`config.mk`:
```
export PLATFORM = sky130hd
export DESIGN_NAME = morse_key_timing_classifier_top_flat
export DESIGN_NICKNAME = d
export VERILOG_FILES = /design/src/hw/rtl/mkt_pkg.sv /design/src/hw/rtl/mkt_key_if.sv /design/src/hw/rtl/mkt_sym_if.sv /design/src/hw/rtl/morse_key_timing_classifier_top.sv /design/src/flat_wrapper.sv
export SDC_FILE = /design/constraint.sdc
export NUM_CORES = 1
export LEC_CHECK = 0
export BUFFER_PORTS_ARGS = -buffer_cell sky130_fd_sc_hd__buf_2
export CAP_MARGIN = 10
export CORE_MARGIN = 2
export CORE_UTILIZATION = 65
export CTS_BUF_LIST = sky130_fd_sc_hd__clkbuf_4 sky130_fd_sc_hd__clkbuf_8
export DETAILED_ROUTE_END_ITERATION = 8
export PLACE_DENSITY = 0.84
export SYNTH_ARGS = -nofsm -noshare
export SYNTH_HDL_FRONTEND = slang
export SYNTH_SLANG_ARGS = --single-unit
```
`constraint.sdc`:
```
create_clock -name clk -period 7.5 [get_ports clk]
set_input_delay 0.375 -clock clk [delete_from_list [all_inputs] [get_ports clk]]
set_output_delay 0.375 -clock clk [all_outputs]
set_load 0.05 [all_outputs]
```
`src/hw/rtl/mkt_pkg.sv`:
```
package mkt_pkg;

	// Field and register widths.
	localparam int unsigned UNIT_W   = 12;
	localparam int unsigned SETTLE_W = 8;
	localparam int unsigned COUNT_W  = 16;
	localparam int unsigned CFG_IDX_W  = 1;
	localparam int unsigned CFG_DATA_W = 12;

	// Scaled comparison width: ten times the largest phase count.
	localparam int unsigned SCALED_W = 20;

	// Reset values and limits.
	localparam logic [UNIT_W-1:0]   UNIT_RESET   = 12'd100;
	localparam logic [SETTLE_W-1:0] SETTLE_RESET = 8'd5;
	localparam logic [COUNT_W-1:0]  COUNT_MAX    = 16'hFFFF;
	localparam logic [SETTLE_W-1:0] SETTLE_MAX   = 8'hFF;

	// Register indexes on the configuration port.
	localparam logic [CFG_IDX_W-1:0] CFG_UNIT   = 1'd0;
	localparam logic [CFG_IDX_W-1:0] CFG_SETTLE = 1'd1;

	// Reported symbol codes.
	typedef enum logic [1:0] {
		SYM_GAP  = 2'd0,
		SYM_DOT  = 2'd1,
		SYM_DASH = 2'd2,
		SYM_UNCL = 2'd3
	} symbol_t;

endpackage

```
`src/hw/rtl/mkt_key_if.sv`:
```
interface mkt_key_if;

	logic valid;
	logic ready;
	logic key_level;

	modport source (output valid, output key_level, input ready);
	modport sink (input valid, input key_level, output ready);

endinterface

```
`src/hw/rtl/mkt_sym_if.sv`:
```
interface mkt_sym_if;

	logic                          valid;
	logic                          ready;
	mkt_pkg::symbol_t              symbol;
	logic                          ended_pressed;
	logic [mkt_pkg::COUNT_W-1:0]   phase_ticks;

	modport source (output valid, output symbol, output ended_pressed, output phase_ticks,
		input ready);
	modport sink (input valid, input symbol, input ended_pressed, input phase_ticks,
		output ready);

endinterface

```
`src/hw/rtl/morse_key_timing_classifier_top.sv`:
```
// A key sample passes through the input register, and its result, if any, through the result register.
// One sample per cycle while no stall holds it; the debounce state and the phase counter are
// updated in a single stage, from the input register.
// A full result register with a stalled consumer holds back only a sample that ends a phase.
// Reset (arst_n low, asynchronous): key released, counters cleared, not confirming,
// unit 100 ticks, settle 5 ticks, no result pending.
module morse_key_timing_classifier_top (
	input  logic                            clk,
	input  logic                            arst_n,
	input  logic                            cfg_we,
	input  logic [mkt_pkg::CFG_IDX_W-1:0]   cfg_index,
	input  logic [mkt_pkg::CFG_DATA_W-1:0]  cfg_data,
	mkt_key_if.sink                         key,
	mkt_sym_if.source                       sym
);
	import mkt_pkg::*;

	// Configuration registers.
	logic [UNIT_W-1:0]   unit_ticks_q;
	logic [SETTLE_W-1:0] settle_ticks_q;

	// Input register.
	logic key_vld_s1;
	logic key_level_s1;

	// Debounce and phase state.
	logic                stable_level_q;
	logic [COUNT_W-1:0]  phase_count_q;
	logic                confirming_q;
	logic [SETTLE_W-1:0] settle_count_q;

	// Result register.
	logic               sym_vld_q;
	symbol_t            symbol_q;
	logic               ended_pressed_q;
	logic [COUNT_W-1:0] phase_ticks_q;

	// Stage logic.
	logic                phase_inc;
	logic [COUNT_W-1:0]  phase_next;
	logic [SETTLE_W-1:0] settle_next;
	logic                check;
	logic                differs;
	logic                emit;
	logic                advance;
	logic [SCALED_W-1:0] scaled;
	logic [SCALED_W-1:0] lim_7;
	logic [SCALED_W-1:0] lim_13;
	logic [SCALED_W-1:0] lim_21;
	logic [SCALED_W-1:0] lim_39;
	logic                in_dash_win;
	logic                in_dot_win;
	symbol_t             symbol_d;

	// Configuration writes.
	always_ff @(posedge clk or negedge arst_n) begin
		if (!arst_n) begin
			unit_ticks_q   <= UNIT_RESET;
			settle_ticks_q <= SETTLE_RESET;
		end else if (cfg_we) begin
			unique case (cfg_index)
				CFG_UNIT:   unit_ticks_q   <= cfg_data[UNIT_W-1:0];
				CFG_SETTLE: settle_ticks_q <= cfg_data[SETTLE_W-1:0];
				default: ;
			endcase
		end
	end

	// Saturating counters and the confirmation check.
	assign phase_inc   = (phase_count_q != COUNT_MAX);
	assign phase_next  = phase_count_q + COUNT_W'(phase_inc);
	assign settle_next = (settle_count_q == SETTLE_MAX) ? settle_count_q
		: settle_count_q + SETTLE_W'(1);
	assign differs = (key_level_s1 != stable_level_q);
	assign check   = confirming_q && (settle_next >= settle_ticks_q);
	assign emit    = check && differs;

	// The sample moves on unless it ends a phase and the result register cannot take it.
	assign advance   = key_vld_s1 && (!emit || !sym_vld_q || sym.ready);
	assign key.ready = !key_vld_s1 || advance;

	// Input register.
	always_ff @(posedge clk or negedge arst_n) begin
		if (!arst_n) begin
			key_vld_s1 <= 1'b0;
		end else if (key.ready) begin
			key_vld_s1 <= key.valid;
		end
	end

	always_ff @(posedge clk) begin
		if (key.ready) begin
			key_level_s1 <= key.key_level;
		end
	end

	// Debounce state update.
	always_ff @(posedge clk or negedge arst_n) begin
		if (!arst_n) begin
			stable_level_q <= 1'b1;
			phase_count_q  <= '0;
			confirming_q   <= 1'b0;
			settle_count_q <= '0;
		end else if (advance) begin
			phase_count_q <= emit ? '0 : phase_next;
			if (!confirming_q) begin
				if (differs) begin
					confirming_q   <= 1'b1;
					settle_count_q <= '0;
				end
			end else if (check) begin
				confirming_q   <= 1'b0;
				settle_count_q <= '0;
				if (differs) begin
					stable_level_q <= key_level_s1;
				end
			end else begin
				settle_count_q <= settle_next;
			end
		end
	end

	// Classification: ten times the length against 7, 13, 21 and 39 units.
	always_comb begin
		scaled = {1'b0, phase_next, 3'b000} + {3'b000, phase_next, 1'b0};
		lim_7  = SCALED_W'({unit_ticks_q, 3'b000}) - SCALED_W'(unit_ticks_q);
		lim_13 = SCALED_W'({unit_ticks_q, 4'b0000}) - SCALED_W'({unit_ticks_q, 1'b0})
			- SCALED_W'(unit_ticks_q);
		lim_21 = SCALED_W'({unit_ticks_q, 4'b0000}) + SCALED_W'({unit_ticks_q, 2'b00})
			+ SCALED_W'(unit_ticks_q);
		lim_39 = SCALED_W'({unit_ticks_q, 5'b00000}) + SCALED_W'({unit_ticks_q, 3'b000})
			- SCALED_W'(unit_ticks_q);
		in_dash_win = (scaled > lim_21) && (scaled < lim_39);
		in_dot_win  = (scaled > lim_7) && (scaled < lim_13);
		if (stable_level_q == 1'b0) begin
			if (in_dash_win) begin
				symbol_d = SYM_DASH;
			end else if (in_dot_win) begin
				symbol_d = SYM_DOT;
			end else begin
				symbol_d = SYM_UNCL;
			end
		end else begin
			symbol_d = in_dash_win ? SYM_GAP : SYM_UNCL;
		end
	end

	// Result register.
	always_ff @(posedge clk or negedge arst_n) begin
		if (!arst_n) begin
			sym_vld_q <= 1'b0;
		end else if (advance && emit) begin
			sym_vld_q <= 1'b1;
		end else if (sym.ready) begin
			sym_vld_q <= 1'b0;
		end
	end

	always_ff @(posedge clk) begin
		if (advance && emit) begin
			symbol_q        <= symbol_d;
			ended_pressed_q <= ~stable_level_q;
			phase_ticks_q   <= phase_next;
		end
	end

	assign sym.valid         = sym_vld_q;
	assign sym.symbol        = symbol_q;
	assign sym.ended_pressed = ended_pressed_q;
	assign sym.phase_ticks   = phase_ticks_q;

	// A result only ever comes out of a confirmation in progress.
	a_emit_needs_confirm: assert property (@(posedge clk) disable iff (!arst_n)
		(key_vld_s1 && emit) |-> confirming_q)
		else $error("result raised outside a confirmation");

	// The settle counter is idle whenever no change is being confirmed.
	a_settle_idle: assert property (@(posedge clk) disable iff (!arst_n)
		!confirming_q |-> (settle_count_q == '0))
		else $error("settle counter running while not confirming");

	// An accepted edge flips the stable level and restarts the phase count.
	a_edge_update: assert property (@(posedge clk) disable iff (!arst_n)
		(advance && emit) |=> (phase_count_q == '0) && (stable_level_q != $past(stable_level_q))
			&& sym_vld_q)
		else $error("accepted edge did not update state and result");

	// With the result register empty, samples are never held back.
	a_no_stall_when_empty: assert property (@(posedge clk) disable iff (!arst_n)
		!sym_vld_q |-> key.ready)
		else $error("input stalled with an empty result register");

	// Outside an accepted edge the phase count does not fall back to zero.
	a_phase_monotonic: assert property (@(posedge clk) disable iff (!arst_n)
		(advance && !emit && (phase_count_q != '0)) |=> (phase_count_q != '0))
		else $error("phase count restarted without an accepted edge");

endmodule
```
`src/flat_wrapper.sv`:
```
// flat-port wrapper written by rule: the top's interface ports become plain ports
module morse_key_timing_classifier_top_flat import mkt_pkg::*;
  (clk, arst_n, cfg_we, cfg_index, cfg_data, key_valid, key_key_level, key_ready, sym_valid, sym_symbol, sym_ended_pressed, sym_phase_ticks, sym_ready);
  mkt_key_if key_i ();
  mkt_sym_if sym_i ();
  input  logic clk;
  input  logic arst_n;
  input  logic cfg_we;
  input  logic [mkt_pkg::CFG_IDX_W-1:0] cfg_index;
  input  logic [mkt_pkg::CFG_DATA_W-1:0] cfg_data;
  input wire logic [$bits(key_i.valid)-1:0] key_valid;
  input wire logic [$bits(key_i.key_level)-1:0] key_key_level;
  output wire logic [$bits(key_i.ready)-1:0] key_ready;
  output wire logic [$bits(sym_i.valid)-1:0] sym_valid;
  output wire logic [$bits(sym_i.symbol)-1:0] sym_symbol;
  output wire logic [$bits(sym_i.ended_pressed)-1:0] sym_ended_pressed;
  output wire logic [$bits(sym_i.phase_ticks)-1:0] sym_phase_ticks;
  input wire logic [$bits(sym_i.ready)-1:0] sym_ready;
  assign key_i.valid = key_valid;
  assign key_i.key_level = key_key_level;
  assign key_ready = key_i.ready;
  assign sym_valid = sym_i.valid;
  assign sym_symbol = sym_i.symbol;
  assign sym_ended_pressed = sym_i.ended_pressed;
  assign sym_phase_ticks = sym_i.phase_ticks;
  assign sym_i.ready = sym_ready;
  morse_key_timing_classifier_top u_core (.clk(clk), .arst_n(arst_n), .cfg_we(cfg_we), .cfg_index(cfg_index), .cfg_data(cfg_data), .key(key_i), .sym(sym_i));
endmodule
```
==> results of run 1 <==
[sequential cells by signal (all words and copies together) (netlist names)]
| register | flops |
|---|---|
| u_core.unit_ticks_q | 12 |
| u_core.settle_count_q | 8 |
| u_core.key_level_s1 | 1 |
| u_core.sym.valid | 1 |
| u_core.phase_count_q | 16 |
| u_core.sym.ended_pressed | 1 |
| u_core.key_vld_s1 | 1 |
| u_core.confirming_q | 1 |
| u_core.sym.symbol | 2 |
| u_core.stable_level_q | 1 |
| u_core.settle_ticks_q | 8 |
| u_core.sym.phase_ticks | 16 |
[worst max-delay path: cells and delay by family, from the launching register on]
family,cells,cell delay [ns]
AOI/OAI and AO/OA,14,2.35
xor gates and xnor gates,2,0.59
muxes,1,0.13
DFF,1,0.50
adders and majority gates,4,1.08
and+or+nand+nor,6,1.83
[routing by layer]
metal	global-route usage [%]	part of all wire [%]	vias up
met5	0	0	-
li1	-	-	3532
met1	40.54	45	3359
met4	12.21	2.8	0
met2	53.14	48	216
met3	5.126	4.8	43
[area by class of cell]
class	instances	area (um^2)	area share (%)
clock inverters	6	136.4	1.573
clock buffers	9	123.9	1.429
repair buffers	45	240.2	2.771
well taps	168	210.2	2.425
inverters	57	214.0	2.468
flip-flops and latches	68	1809	20.87
multi-input cells	781	5936	68.47
[synth_stat cells (5+ instances only)]
| master | instances |
|---|---|
| sky130_fd_sc_hd__ha_1 | 129 |
| sky130_fd_sc_hd__a21oi_1 | 68 |
| sky130_fd_sc_hd__nand2_1 | 66 |
| sky130_fd_sc_hd__xnor2_1 | 59 |
| sky130_fd_sc_hd__inv_1 | 55 |
| sky130_fd_sc_hd__o21ai_0 | 49 |
| sky130_fd_sc_hd__a21o_1 | 47 |
| sky130_fd_sc_hd__nor2_1 | 44 |
| sky130_fd_sc_hd__dfrtp_1 | 42 |
| sky130_fd_sc_hd__xor2_1 | 29 |
| sky130_fd_sc_hd__nand3_1 | 24 |
| sky130_fd_sc_hd__nand4_1 | 22 |
| sky130_fd_sc_hd__edfxtp_1 | 20 |
| sky130_fd_sc_hd__nor3_1 | 19 |
| sky130_fd_sc_hd__nand2b_1 | 17 |
| sky130_fd_sc_hd__a22o_1 | 16 |
| sky130_fd_sc_hd__clkbuf_1 | 12 |
| sky130_fd_sc_hd__and3_1 | 11 |
| sky130_fd_sc_hd__nor2b_1 | 11 |
| sky130_fd_sc_hd__o21a_1 | 11 |
| sky130_fd_sc_hd__mux2_2 | 10 |
| sky130_fd_sc_hd__o21bai_1 | 10 |
| sky130_fd_sc_hd__o31ai_1 | 10 |
| sky130_fd_sc_hd__or3_1 | 9 |
| sky130_fd_sc_hd__a211oi_1 | 8 |
| sky130_fd_sc_hd__o211ai_1 | 7 |
| sky130_fd_sc_hd__dfstp_2 | 6 |
| sky130_fd_sc_hd__nor4_1 | 6 |
| sky130_fd_sc_hd__or4_1 | 6 |
| sky130_fd_sc_hd__and2_1 | 5 |
| sky130_fd_sc_hd__buf_2 | 5 |
[final timing paths]
kind | startpoint | end | cells past startpoint
worst min-delay path | arst_n | u_core.settle_count_q[7] | 2
worst min register to register | u_core.settle_ticks_q[6] | u_core.settle_ticks_q[6] | 1
worst max-delay path | u_core.phase_count_q[8] | u_core.sym.symbol[1] | 27
worst max register to register | u_core.phase_count_q[8] | u_core.sym.symbol[1] | 27
min in group clk | key_key_level | u_core.key_level_s1 | 1
max in group asynchronous | arst_n | u_core.unit_ticks_q[3] | 2
[layout by cell type, fill, tap and decap left out, types with 4 or more instances in the layout]
| cell | count |
|---|---|
| sky130_fd_sc_hd__a211o_1 | 4 |
| sky130_fd_sc_hd__a211oi_1 | 8 |
| sky130_fd_sc_hd__a21o_1 | 47 |
| sky130_fd_sc_hd__a21oi_1 | 68 |
| sky130_fd_sc_hd__a22o_1 | 16 |
| sky130_fd_sc_hd__and2_1 | 5 |
| sky130_fd_sc_hd__and3_1 | 11 |
| sky130_fd_sc_hd__buf_2 | 39 |
| sky130_fd_sc_hd__buf_4 | 6 |
| sky130_fd_sc_hd__bufinv_16 | 4 |
| sky130_fd_sc_hd__clkbuf_8 | 9 |
| sky130_fd_sc_hd__dfrtp_1 | 42 |
| sky130_fd_sc_hd__dfstp_2 | 6 |
| sky130_fd_sc_hd__edfxtp_1 | 20 |
| sky130_fd_sc_hd__ha_1 | 129 |
| sky130_fd_sc_hd__inv_1 | 55 |
| sky130_fd_sc_hd__mux2_2 | 10 |
| sky130_fd_sc_hd__mux2i_1 | 4 |
| sky130_fd_sc_hd__nand2_1 | 66 |
| sky130_fd_sc_hd__nand2b_1 | 17 |
| sky130_fd_sc_hd__nand3_1 | 24 |
| sky130_fd_sc_hd__nand4_1 | 22 |
| sky130_fd_sc_hd__nor2_1 | 44 |
| sky130_fd_sc_hd__nor2b_1 | 11 |
| sky130_fd_sc_hd__nor3_1 | 18 |
| sky130_fd_sc_hd__nor4_1 | 6 |
| sky130_fd_sc_hd__o211ai_1 | 7 |
| sky130_fd_sc_hd__o21a_1 | 11 |
| sky130_fd_sc_hd__o21ai_0 | 49 |
| sky130_fd_sc_hd__o21bai_1 | 10 |
| sky130_fd_sc_hd__o31ai_1 | 9 |
| sky130_fd_sc_hd__or2_2 | 4 |
| sky130_fd_sc_hd__or3_1 | 9 |
| sky130_fd_sc_hd__or4_1 | 6 |
| sky130_fd_sc_hd__xnor2_1 | 59 |
| sky130_fd_sc_hd__xor2_1 | 29 |
[cell families after synthesis]
| family | after synthesis |
|---|---|
| buffers and inverters | 79 |
| AOI/OAI and AO/OA | 281 |
| other | 1 |
| muxes | 14 |
| DFF | 68 |
| and+or+nand+nor | 261 |
| adders and majority gates | 136 |
| xor gates and xnor gates | 88 |
[power by group through the flow]
stage	registers (W)	clock network, W	logic, W
2_1_floorplan	0.000497	0	0.00165
3_3_place_gp	0.000534	0	0.00202
3_5_place_dp	0.000537	0	0.00208
4_1_cts	0.000529	0.000421	0.00210
5_1_grt	0.000542	0.000436	0.00241
6_report	0.000532	0.000418	0.00214
[metrics by stage]
step	cells	utilization, %	power (W)	cell area, um^2	setup slack (ns)
finish	1134	71.88	0.003088	8670	0.7637
global route	1134	71.88	0.003386	8670	0.2866
CTS	1134	71.88	0.003047	8670	0.8234
detailed placement	1119	69.72	0.002619	8409	0.8478
global placement	1119	69.72	0.002558	8409	1.032
floorplan	928	-	0.002147	8068	1.442
==> results.md, run 1 <==
| Parameter | This run | Unit |
| --- | --- | --- |
| Signed area change from the synthesized netlist to the final layout | 7.460 | % |
| Number of nets in the finished design | 1113 | - |
| Cell types with the largest area share after synthesis | sky130_fd_sc_hd__ha_1, sky130_fd_sc_hd__dfrtp_1, sky130_fd_sc_hd__edfxtp_1 | - |
| Total standard cell area after synthesis | 8068 | um^2 |
| Xor and xnor area share after synthesis | 9.553 | % |
| Clock root buffer master | sky130_fd_sc_hd__clkbuf_8 | - |
| WP data arrival | 6.86 | ns |
| Flip-flop cell with the highest count after synthesis | sky130_fd_sc_hd__dfrtp_1 | - |
| Routed via count | 7150 | - |
| Number of H-tree branching levels | 3 | - |
| Crit path largest cell delay | 0.59 | ns |
| Number of cells produced by synthesis | 928 | - |
| Internal power of the cells | 0.001614 | W |
| Routed wire per std cell | 17.50 | um |
| Period minus WS final | 6.736 | ns |
| Yosys top cell area share | 20.01 | % |
| Number of warnings reported in the yosys synthesis log | 0 | - |
| Count of max-cap constraint violations | 0 | - |
| Slowest library cell on the worst path | sky130_fd_sc_hd__or4_1 | - |
| Number of max-slew violations in the final report | 0 | - |
| Adder-cell share of the synthesized area | 21.28 | % |
| Hold_buf cts | 0 | - |
| First-pass DRT Iterations | 6 | - |
| Width of the die | 115.4 | um |
| Clock group share of total power | 13.5 | % |
| Fraction of layout cells with a size suffix above 1 | 10.46 | % |
| Violation count after the first detailed-routing iteration | 521 | - |
| Global-route wire length before repair | 33.04 | mm |
| Type of origin of the critical path | register | - |
| Summed negative setup slack over all endpoints | 0 | ns |
| Vert. Die Dim | 115.4 | um |
| Total net switching power | 0.001474 | W |
| Distinct cell type count of the synthesized netlist | 82 | - |
| Clock input transition at the sequential cells of the worst setup and hold paths | 0.08 | ns |
| EDFF count, synth | 20 | - |
| Number of cell rows | 40 | - |
| Dominant combinational cell family by area after synthesis | compound AO/OA/AOI/OAI gates | - |
| Post-detailed-routing wire length | 19.84 | mm |
| Required time reported for the critical path endpoint | 7.62 | ns |
| Multiplexer share of the synthesized area | 1.892 | % |
| Number of clock sinks seen by CTS | 68 | - |
| CTS Buffer Depth | 2 | - |
| Final Setup Violations | 0 | - |
| Cell type with the highest aggregate area in the netlist | sky130_fd_sc_hd__ha_1 | - |
| Seq/Total Area, Yosys | 22.43 | % |
| Portion of total power attributed to combinational logic | 69.2 | % |
| Core region area | 12060 | um^2 |
| Number of antenna violations at the first check in global routing | 0 | - |
| Worst min-delay path category | in2async | - |
| Area enclosed by the die boundary | 13320 | um^2 |
| Worst-path maximum fanout | 9 | - |
| Diode insertion count for antenna repair | 0 | - |
| Flip-flop and latch count after synthesis | 68 | - |
| Via count of the first global-routing pass | 6842 | - |
| Count of filler cells inserted in the layout | 952 | - |
| Sw frac | 47.74 | % |
| Leakage power | 4.194 | nW |
| Post-synth net total | 1079 | - |
| Class of the most critical setup path | reg2reg | - |
| TritonCTS clock tree | yes | - |
| Share of the cycle needed by the critical path after routing | 89.82 | % |
| Post-detailed-route count of antenna-violating nets | 0 | - |
| Setup skew after layout | 0.02335 | ns |
| Clock buffer count from CTS | 9 | - |
| Port Buffer Count | 39 | - |
| GRT Resource Usage Total | 31.49 | % |
| Peak supply drop | 285.1 | uV |
| Hold violation total from the final report | 0 | - |
| Placer congestion estimate | 0.9375 | - |
| Detailed placer's ending HPWL | 15.65 | mm |
| Max-slew headroom at the worst pin | 17.91 | % |
| Avg Cell Area, Syn | 8.694 | um^2 |
| Fmax | 148.5 | MHz |
| Internal reg-to-reg setup slack | 0.76 | ns |
| Setup repair after global routing missed its margin | false | - |
| Residual DRC count | 0 | - |
| Clk Latency, worst-skew pair | 0.40 | ns |
| Critical Path Sink Type | register | - |
| Power per cell area | 356.2 | nW/um^2 |
| IO Count | 40 | - |
| Post-CTS setup buffer count | 0 | - |
| Least-Margin Pin Slew | 1.212 | ns |
| Total congestion overflow | 0 | - |
| Starting Density | 66.89 | % |
| Largest net degree at the start of global routing | 49 | - |
| Sequential fraction of design power | 17.2 | % |
| Via density | 6.305 | - |
| Outcome | finished, final reports clean | - |
| Fraction of registers with async set or reset after synthesis | 70.59 | % |
| Share of synthesized cell area in and, or, nand and nor gates | 16.73 | % |
| Total of cells resized after clock tree synthesis | 0 | - |
| Post-synthesis compound-gate area fraction | 23.95 | % |
| Tightest hold margin | 0.09468 | ns |
Note: power is estimated with default switching activity, not from simulation.
==> inputs of run 2 (changes only) <==
--- a/config.mk
+++ b/config.mk
@@ -7,11 +7,12 @@
 export LEC_CHECK = 0
 export BUFFER_PORTS_ARGS = -buffer_cell sky130_fd_sc_hd__buf_2
 export CAP_MARGIN = 10
+export CORE_ASPECT_RATIO = 1.4
 export CORE_MARGIN = 2
 export CORE_UTILIZATION = 65
 export CTS_BUF_LIST = sky130_fd_sc_hd__clkbuf_4 sky130_fd_sc_hd__clkbuf_8
 export DETAILED_ROUTE_END_ITERATION = 8
-export PLACE_DENSITY = 0.84
+export PLACE_DENSITY_LB_ADDON = 0.1
 export SYNTH_ARGS = -nofsm -noshare
 export SYNTH_HDL_FRONTEND = slang
 export SYNTH_SLANG_ARGS = --single-unit
==> results.md, run 2 (same netlist as run 1, synthesis figures left out) <==
| Parameter | This run | Unit |
| --- | --- | --- |
| Outcome | finished, violations left | - |
| Violated checks | hold timing | - |
| Share of the cycle needed by the critical path after routing | 92.29 | % |
| Detailed placer's ending HPWL | 17.46 | mm |
| Setup skew after layout | 0.01274 | ns |
| Number of clock sinks seen by CTS | 68 | - |
| Global-route wire length before repair | 35.40 | mm |
| Via density | 6.447 | - |
| Most used cells in the layout excluding fill and tap cells | sky130_fd_sc_hd__ha_1, sky130_fd_sc_hd__a21oi_1, sky130_fd_sc_hd__nand2_1 | - |
| GRT Resource Usage Total | 32.90 | % |
| Post-detailed-routing wire length | 21.68 | mm |
| Port Buffer Count | 39 | - |
| Count of max-cap constraint violations | 0 | - |
| Fraction of layout cells with a size suffix above 1 | 10.36 | % |
| Crit path buf inv count | 0 | - |
| Least-Margin Pin Slew | 1.161 | ns |
| Final Total Pwr | 0.003064 | W |
| Worst-path maximum fanout | 9 | - |
| Number of max-slew violations in the final report | 0 | - |
| Starting Density | 65.85 | % |
| Clock buffer count from CTS | 9 | - |
| Routed wire per std cell | 19.44 | um |
| Violation count after the first detailed-routing iteration | 327 | - |
| IO Count | 40 | - |
| First-pass DRT Iterations | 5 | - |
| Hold_buf cts | 0 | - |
| Count of filler cells inserted in the layout | 990 | - |
| Required time reported for the critical path endpoint | 7.60 | ns |
| Summed negative setup slack over all endpoints | 0 | ns |
| TritonCTS clock tree | yes | - |
| Leakage power | 4.180 | nW |
| Width of the die | 98.16 | um |
| Worst min-delay path category | in2async | - |
| Critical Path Most Common Cell | sky130_fd_sc_hd__ha_1 | - |
| CTS Buffer Depth | 2 | - |
| Max-slew headroom at the worst pin | 22.43 | % |
| Category of cells accounting for the largest share of critical-path delay | compound AO/OA/AOI/OAI gates | - |
| Number of antenna violations at the first check in global routing | 0 | - |
| Non-filler cells, final | 1115 | - |
| Clock input transition at the sequential cells of the worst setup and hold paths | 0.09 | ns |
| Period minus WS final | 6.922 | ns |
| Fmax | 144.5 | MHz |
| Final core utilization | 70.33 | % |
| Number of cell rows | 48 | - |
| Critical Path Sink Type | register | - |
| Crit path largest cell delay | 0.65 | ns |
| Core region area | 12250 | um^2 |
| Most common library cell in the layout ignoring fill and taps | sky130_fd_sc_hd__ha_1 | - |
| Total congestion overflow | 0 | - |
| Clk Latency, worst-skew pair | 0.36 | ns |
| Diode insertion count for antenna repair | 0 | - |
| Slowest library cell on the worst path | sky130_fd_sc_hd__or4_1 | - |
| Post-CTS setup buffer count | 0 | - |
| WP data arrival | 7.02 | ns |
| Number of H-tree branching levels | 3 | - |
| Largest net degree at the start of global routing | 49 | - |
| Peak supply drop | 279.1 | uV |
| Final Setup Violations | 0 | - |
| Area enclosed by the die boundary | 13330 | um^2 |
| Count of cell instances traversed by the critical path | 25 | - |
| Signed area change from the synthesized netlist to the final layout | 6.808 | % |
| Routed via count | 7188 | - |
| Clock root buffer master | sky130_fd_sc_hd__clkbuf_8 | - |
| Type of origin of the critical path | register | - |
| Post-detailed-route count of antenna-violating nets | 0 | - |
| Total of cells resized after clock tree synthesis | 0 | - |
| Number of nets in the finished design | 1111 | - |
| Residual DRC count | 0 | - |
| Tightest hold margin | -0.002037 | ns |
| Vert. Die Dim | 135.8 | um |
| Class of the most critical setup path | reg2reg | - |
| Via count of the first global-routing pass | 7334 | - |
| Setup repair after global routing missed its margin | false | - |
| Placer congestion estimate | 0.9220 | - |
| R2R depth | 25 | - |
| Hold violation total from the final report | 2 | - |
| Dpl cells | 1098 | - |
| Power per cell area | 355.5 | nW/um^2 |
-- run 2: cell types whose count changed in the layout (fill, tap and decap cells not counted) --
| cell | change |
|---|---|
| sky130_fd_sc_hd__bufinv_16 | -2 |
| sky130_fd_sc_hd__buf_12 | +1 |
| sky130_fd_sc_hd__clkinvlp_4 | -1 |
| sky130_fd_sc_hd__buf_4 | -3 |
| sky130_fd_sc_hd__clkbuf_8 | +1 |
| sky130_fd_sc_hd__inv_6 | +1 |
| sky130_fd_sc_hd__clkinv_4 | +2 |
-- run 2: path summary, 6_finish.rpt --
check	startpoint	end	slack (ns)
setup / recovery	u_core.phase_count_q[8]	u_core.sym.symbol[1]	0.58
max in group asynchronous	arst_n	u_core.stable_level_q	6.85
setup reg to reg	u_core.phase_count_q[8]	u_core.sym.symbol[1]	0.58
hold reg to reg	u_core.settle_count_q[6]	u_core.settle_count_q[6]	0.52
min in group clk	key_key_level	u_core.key_level_s1	0.18
hold / removal	arst_n	u_core.settle_count_q[0]	-0.002
-- run 2: power breakdown --
group / total (W) / switching (W) / internal (W) / leakage [nW]
sequential: 0.000536 / 0.0000934 / 0.000443 / 0.796
clock: 0.000362 / 0.000162 / 0.000200 / 0.117
combinational: 0.00217 / 0.00124 / 0.000923 / 3.27
total: 0.00306 / 0.00150 / 0.00157 / 4.18
-- run 2: final cells by class --
cell class,instances,area (um^2),share of cell area [%]
multi-input cells,781,5936,68.88
clock buffers,10,137.6,1.597
flip-flops and latches,68,1809,21.00
clock inverters,6,95.09,1.104
repair buffers,43,237.7,2.759
inverters,57,214.0,2.483
well taps,150,187.7,2.178
-- run 2: through the flow --
stage | setup WS (ns) | cell area (um^2)
2_1_floorplan | 1.442 | 8068
3_3_place_gp | 0.8927 | 8364
3_5_place_dp | 0.6679 | 8364
4_1_cts | 0.6447 | 8597
5_1_grt | 0.05477 | 8617
6_report | 0.5782 | 8617
-- run 2: layer usage --
| metal | global-route usage (%) | vias up | part of all wire (%) |
|---|---|---|---|
| met4 | 16.06 | 0 | 4.4 |
| met5 | 0 | - | 0 |
| li1 | - | 3528 | - |
| met1 | 36.39 | 3413 | 40 |
| met2 | 62.67 | 194 | 53 |
| met3 | 2.931 | 53 | 3.0 |
